[config.mk]
export PLATFORM = sky130hd
export DESIGN_NAME = pf3p_fifo
export DESIGN_NICKNAME = d
export VERILOG_FILES = /design/src/rtl/pf3p_pkg.sv /design/src/rtl/pf3p_fifo.sv
export SDC_FILE = /design/constraint.sdc
export NUM_CORES = 1
export LEC_CHECK = 0
export BUFFER_PORTS_ARGS = -buffer_cell sky130_fd_sc_hd__buf_2
export CORE_MARGIN = 2
export CORE_UTILIZATION = 42
export DETAILED_ROUTE_END_ITERATION = 8
export SLEW_MARGIN = 5
export SYNTH_ARGS = -nofsm -noshare
export SYNTH_HDL_FRONTEND = slang
export SYNTH_SLANG_ARGS = --single-unit
[constraint.sdc]
create_clock -name clk -period 8.95 [get_ports clk]
set_clock_uncertainty 0.2 [all_clocks]
set_input_delay 1.79 -clock clk [delete_from_list [all_inputs] [get_ports clk]]
set_output_delay 1.79 -clock clk [all_outputs]
set_load 0.02 [all_outputs]
[src/rtl/pf3p_pkg.sv]
// Package for the plane-from-three-points block: widths, status codes
// and the queue entry passed from the front end to the back end.
// No dependencies.
package pf3p_pkg;

  // coordinate format
  localparam int COORD_W   = 32;
  localparam int FRAC_W    = 16;
  localparam int NORM_FRAC = 30;
  localparam int NORM_W    = 32;

  // front end: differences, cross products, normal
  localparam int DIFF_W = COORD_W + 1;
  localparam int PROD_W = 2 * DIFF_W;
  localparam int NVEC_W = PROD_W + 1;

  // back end: normal magnitude split into limbs for the wide multiplies
  localparam int NLIMB  = 3;
  localparam int LIMB_W = (PROD_W + NLIMB - 1) / NLIMB;
  localparam int MAGP_W = LIMB_W * NLIMB;
  localparam int ROW_W  = (NLIMB + 1) * LIMB_W;
  localparam int SQ_W   = 2 * MAGP_W;
  localparam int SUM_W  = SQ_W + 2;
  localparam int PC_W   = MAGP_W + COORD_W;
  localparam int DOT_W  = PC_W + 3;
  localparam int DMAG_W = DOT_W - 1;

  // dividers and square root
  localparam int NQ_W   = 2 * NORM_FRAC + 1;
  localparam int NREM_W = SUM_W + 1;
  localparam int RT_W   = NORM_FRAC + 1;
  localparam int SQT_W  = 2 * RT_W + 1;
  localparam int CDIV_W = DMAG_W + COORD_W;

  // queue between front and back
  localparam int FIFO_DEPTH = 4;
  localparam int FIFO_AW    = $clog2(FIFO_DEPTH);

  typedef enum logic [1:0] {
    ST_OK        = 2'd0,
    ST_COLLINEAR = 2'd1,
    ST_ORIGIN    = 2'd2
  } status_t;

  // one classified item: normal as sign/magnitude, first point likewise
  typedef struct packed {
    logic                          coll;
    logic [2:0]                    nneg;
    logic [2:0][MAGP_W-1:0]        nmag;
    logic [2:0]                    cneg;
    logic [2:0][COORD_W-1:0]       cmag;
  } item_t;

endpackage

[src/rtl/pf3p_fifo.sv]
// Short register queue between the front end and the back end.
// Depends on pf3p_pkg.
module pf3p_fifo import pf3p_pkg::*; (
  input  logic  clk,
  input  logic  rst,
  input  logic  push,
  input  item_t wdata,
  output logic  full,
  input  logic  pop,
  output logic  nonempty,
  output item_t rdata
);

  item_t              mem [FIFO_DEPTH];
  logic [FIFO_AW-1:0] wptr, rptr;
  logic [FIFO_AW:0]   cnt;

  assign full     = (cnt == (FIFO_AW+1)'(FIFO_DEPTH));
  assign nonempty = (cnt != '0);
  assign rdata    = mem[rptr];

  // pointers and fill count
  always_ff @(posedge clk) begin
    if (rst) begin
      wptr <= '0;
      rptr <= '0;
      cnt  <= '0;
    end else begin
      if (push) wptr <= wptr + 1'b1;
      if (pop)  rptr <= rptr + 1'b1;
      if (push && !pop)      cnt <= cnt + 1'b1;
      else if (pop && !push) cnt <= cnt - 1'b1;
    end
  end

  // storage
  always_ff @(posedge clk) begin
    if (push) mem[wptr] <= wdata;
  end

endmodule

==> flow_summary_export.csv <==
group,metric,value,unit
status,status,"complete, no violations",
cts,cts_sinks,1213,
critical_path,path_delay_family,"buffers and inverters",
timing,final.setup.tns,0,ns
finish,fillCellCount,8313,
cts,postCtsHoldBufs,0,
timing,rsz0062_at_grt,"false",
cts,cts_repair_resize_count,0,
placed_design,portBuffers,607,
timing,post-route-period-util,62.19,%
floorplanning,die_area,107800,um2
synthesis,synth_largest_area_cell,"edfxtp_1",
critical_path,reg2reg_to,"mem[0][79]",
critical_path,cp_max_fo,94,
critical_path,path_buf_inv,3,
timing,finalHoldViolCount,0,
critical_path,r2r_cells,4,
synthesis,synth_edf_count,1204,
synthesis,synth_cell_types,22,
finish,syn2layout_area_growth,18.25,%
synthesis,async_flop_share,0,%
global_route,antenna_found_initial,36,
synthesis,avgSynthCellArea,27.34,um2
finish,nets,2604,
synthesis,synth_most_common_cell,"edfxtp_1",
hold_path,holdPathEnd,"cnt[2]",
global_route,met3_usage,6.054,%
power,ir_drop,0.1932,mV
routing,firstDrtPassIters,4,
critical_path,cp_cell_sequence,"buf_12 > buf_4 > mux4_2 > buf_2",
finish,drive_gt1_share,46.26,%
power,leakage,17.28,nW
timing,setup_viol,0,
critical_path,slowest_delay,0.81,ns
floorplanning,start_util,42.51,%
routing,drtIter0Drc,1346,
cts,clock_path_buffers,3,
hold_path,holdCritStartpoint,"cnt[2]",
synthesis,yosys-top-cells-area,"edfxtp_1 (82%), mux4_2 (15%), buf_12 (1.4%), dfxtp_1 (0.41%), buf_2 (0.33%)",
placed_design,gp_congestion,0.7647,
synthesis,yosysSeqAreaShare,82.24,%
floorplanning,io-pin-count,608,
global_route,grtUsageMet2,27.15,%
floorplanning,rows,118,
global_route,busiest_layer,"met2",
routing,ant_nets,0,
critical_path,worstPathArrival,3.58,ns
routing,wl,90550,um
routing,via_per_inst,5.159,
timing,max-slew-margin-rel,17.43,%
synthesis,yosys.area.top_type_share,81.83,%
cts,cts_setup_buffers,0,
finish,stdcell_count,3788,
floorplanning,die_w,328.3,um
critical_path,critPathCaptureType,"output port",
critical_path,cpMaxStageDelayCell,"dfxtp_4",
routing,drc_errors,0,
run,drv_cap,0,
global_route,grt.total_usage,16.57,%
critical_path,path_class,"flop to output port",
synthesis,yosys_warnings,0,
synthesis,yosys-top-cells-count,"edfxtp_1 (1204), mux4_2 (301), buf_12 (32)",
critical_path,crit_required,6.96,ns
cts,cts.htree.levels,3,
critical_path,setup.worst_path.start_class,"flop",
power,p_per_area,244.2,nW/um2
cts,path_clk_slew,0.06,ns
global_route,first_global_vias,20840,
power,power,12.76,mW
synthesis,syn_nets,1927,
finish,final_util,50.27,%
timing,max_freq,179.6,MHz
cts,cts_tree,"yes",
synthesis,synthCells,1616,
floorplanning,die_y,328.3,um
hold_path,hold_depth,2,
cts,clk_latency,0.68,ns
routing,wire_per_inst,23.90,um
floorplanning,core_area,103900,um2
global_route,grt_pass1_wl,133100,um
cts,root_buffer,"clkbuf_16",
finish,stdcell_area,52250,um2
timing,fin_crit,5.566,ns
synthesis,syn_area,44180,um2
placed_design,dp_hpwl,54140,um
placed_design,place_area,48410,um2
critical_path,r2r_slack,6.20,ns
placed_design,dp_cells,3550,
cts,cts_buffers,121,
global_route,grt_use_met1,20.63,%
critical_path,r2r-start,"wptr[0]",
hold_path,hold_class,"flop to flop",
timing,worst_pin_slew,1.239,ns
routing,routed-via-count,19540,
synthesis,ys_seq_elements,1213,
timing,final-max-slew-violation-count,0,
global_route,overflow,0,
global_route,grt_max_degree,152,
synthesis,synth_ff_type,"edfxtp_1",
[worst max path at each step]
stage | slack [ns] | from | cells past startpoint | endpoint
after floorplan | 2.85 | push | 1 | mem[1][0]
after global placement | 3.90 | flop | 4 | rdata[125]
after detailed placement | 3.89 | flop | 4 | rdata[125]
after CTS | 3.10 | flop | 4 | rdata[125]
after global routing | 2.95 | flop | 4 | rdata[202]
final | 3.38 | flop | 4 | rdata[125]
[power by group]
group,switching [mW],leakage [nW],total (mW),internal (mW)
clock,2.06,1.86,4.81,2.75
combinational,0.833,4.28,1.35,0.519
sequential,0.0621,11.1,6.60,6.54
total,2.96,17.3,12.8,9.80
[logic make-up (layout without fill, tap and decap cells)]
logic type,Yosys count,count (layout),synth area share [%]
adder cells (fa/ha/maj),6,6,0.1869
buffers and inverters,72,849,1.897
AO/OA/AOI/OAI,2,2,0.02263
flip-flops,1213,1213,82.24
other,0,15,0
AND/OR/NAND/NOR,15,15,0.1699
XOR/XNOR,5,5,0.09913
multiplexers,303,303,15.39
[metrics by stage]
step	hold slack, ns	worst slack, ns
finish	0.3163	3.384
detailed placement	0.3006	3.891
global placement	0.2725	3.900
CTS	0.3130	3.098
global route	0.3638	2.949
floorplan	0.2614	2.846
[state kept, by name, indices dropped and copies added, names as in the netlist, named ones only]
name  count
wptr      2
rptr      2
mem    1204
cnt       3
[tightest hold or removal path, stage by stage, from the launching register on]
cell and delay, ns:
dfxtp_1 0.33, o21ai_0 0.08, a21oi_1 0.06
[layout by cell type (no fill, tap or decap), drive strengths merged, types with 2 or more instances in the layout]
cell type and n:
clkbuf 139, edfxtp 1204, or3 2, mux4 301, and2 4, ha 5
inv 8, bufinv 9, nor2 7, dfxtp 9, diode 15, buf 622
clkinvlp 8, mux2i 2, clkinv 63, xnor2 2, xor2 3
[per-layer routing]
layer  share of wire (%)  routed length, um  up-vias
met5                0.28                253        -
met4                 2.6               2323       42
met3                 8.5               7666      178
met2                  50              45510      604
met1                  38              34790    10270
li1                    -                  -     8446
[final cells by class]
cell class	count	area, um2	share of cell area (%)
Antenna cell	15	37.54	0.07184
Clock buffer	139	3117	5.965
Clock inverter	84	686.9	1.315
Inverter	4	15.01	0.02874
Multi-Input combinational cell	331	7020	13.44
Sequential cell	1213	36340	69.56
Tap cell	1380	1727	3.305
Timing Repair Buffer	622	3301	6.318
No activity file was read; power rests on OpenSTA's default activity.
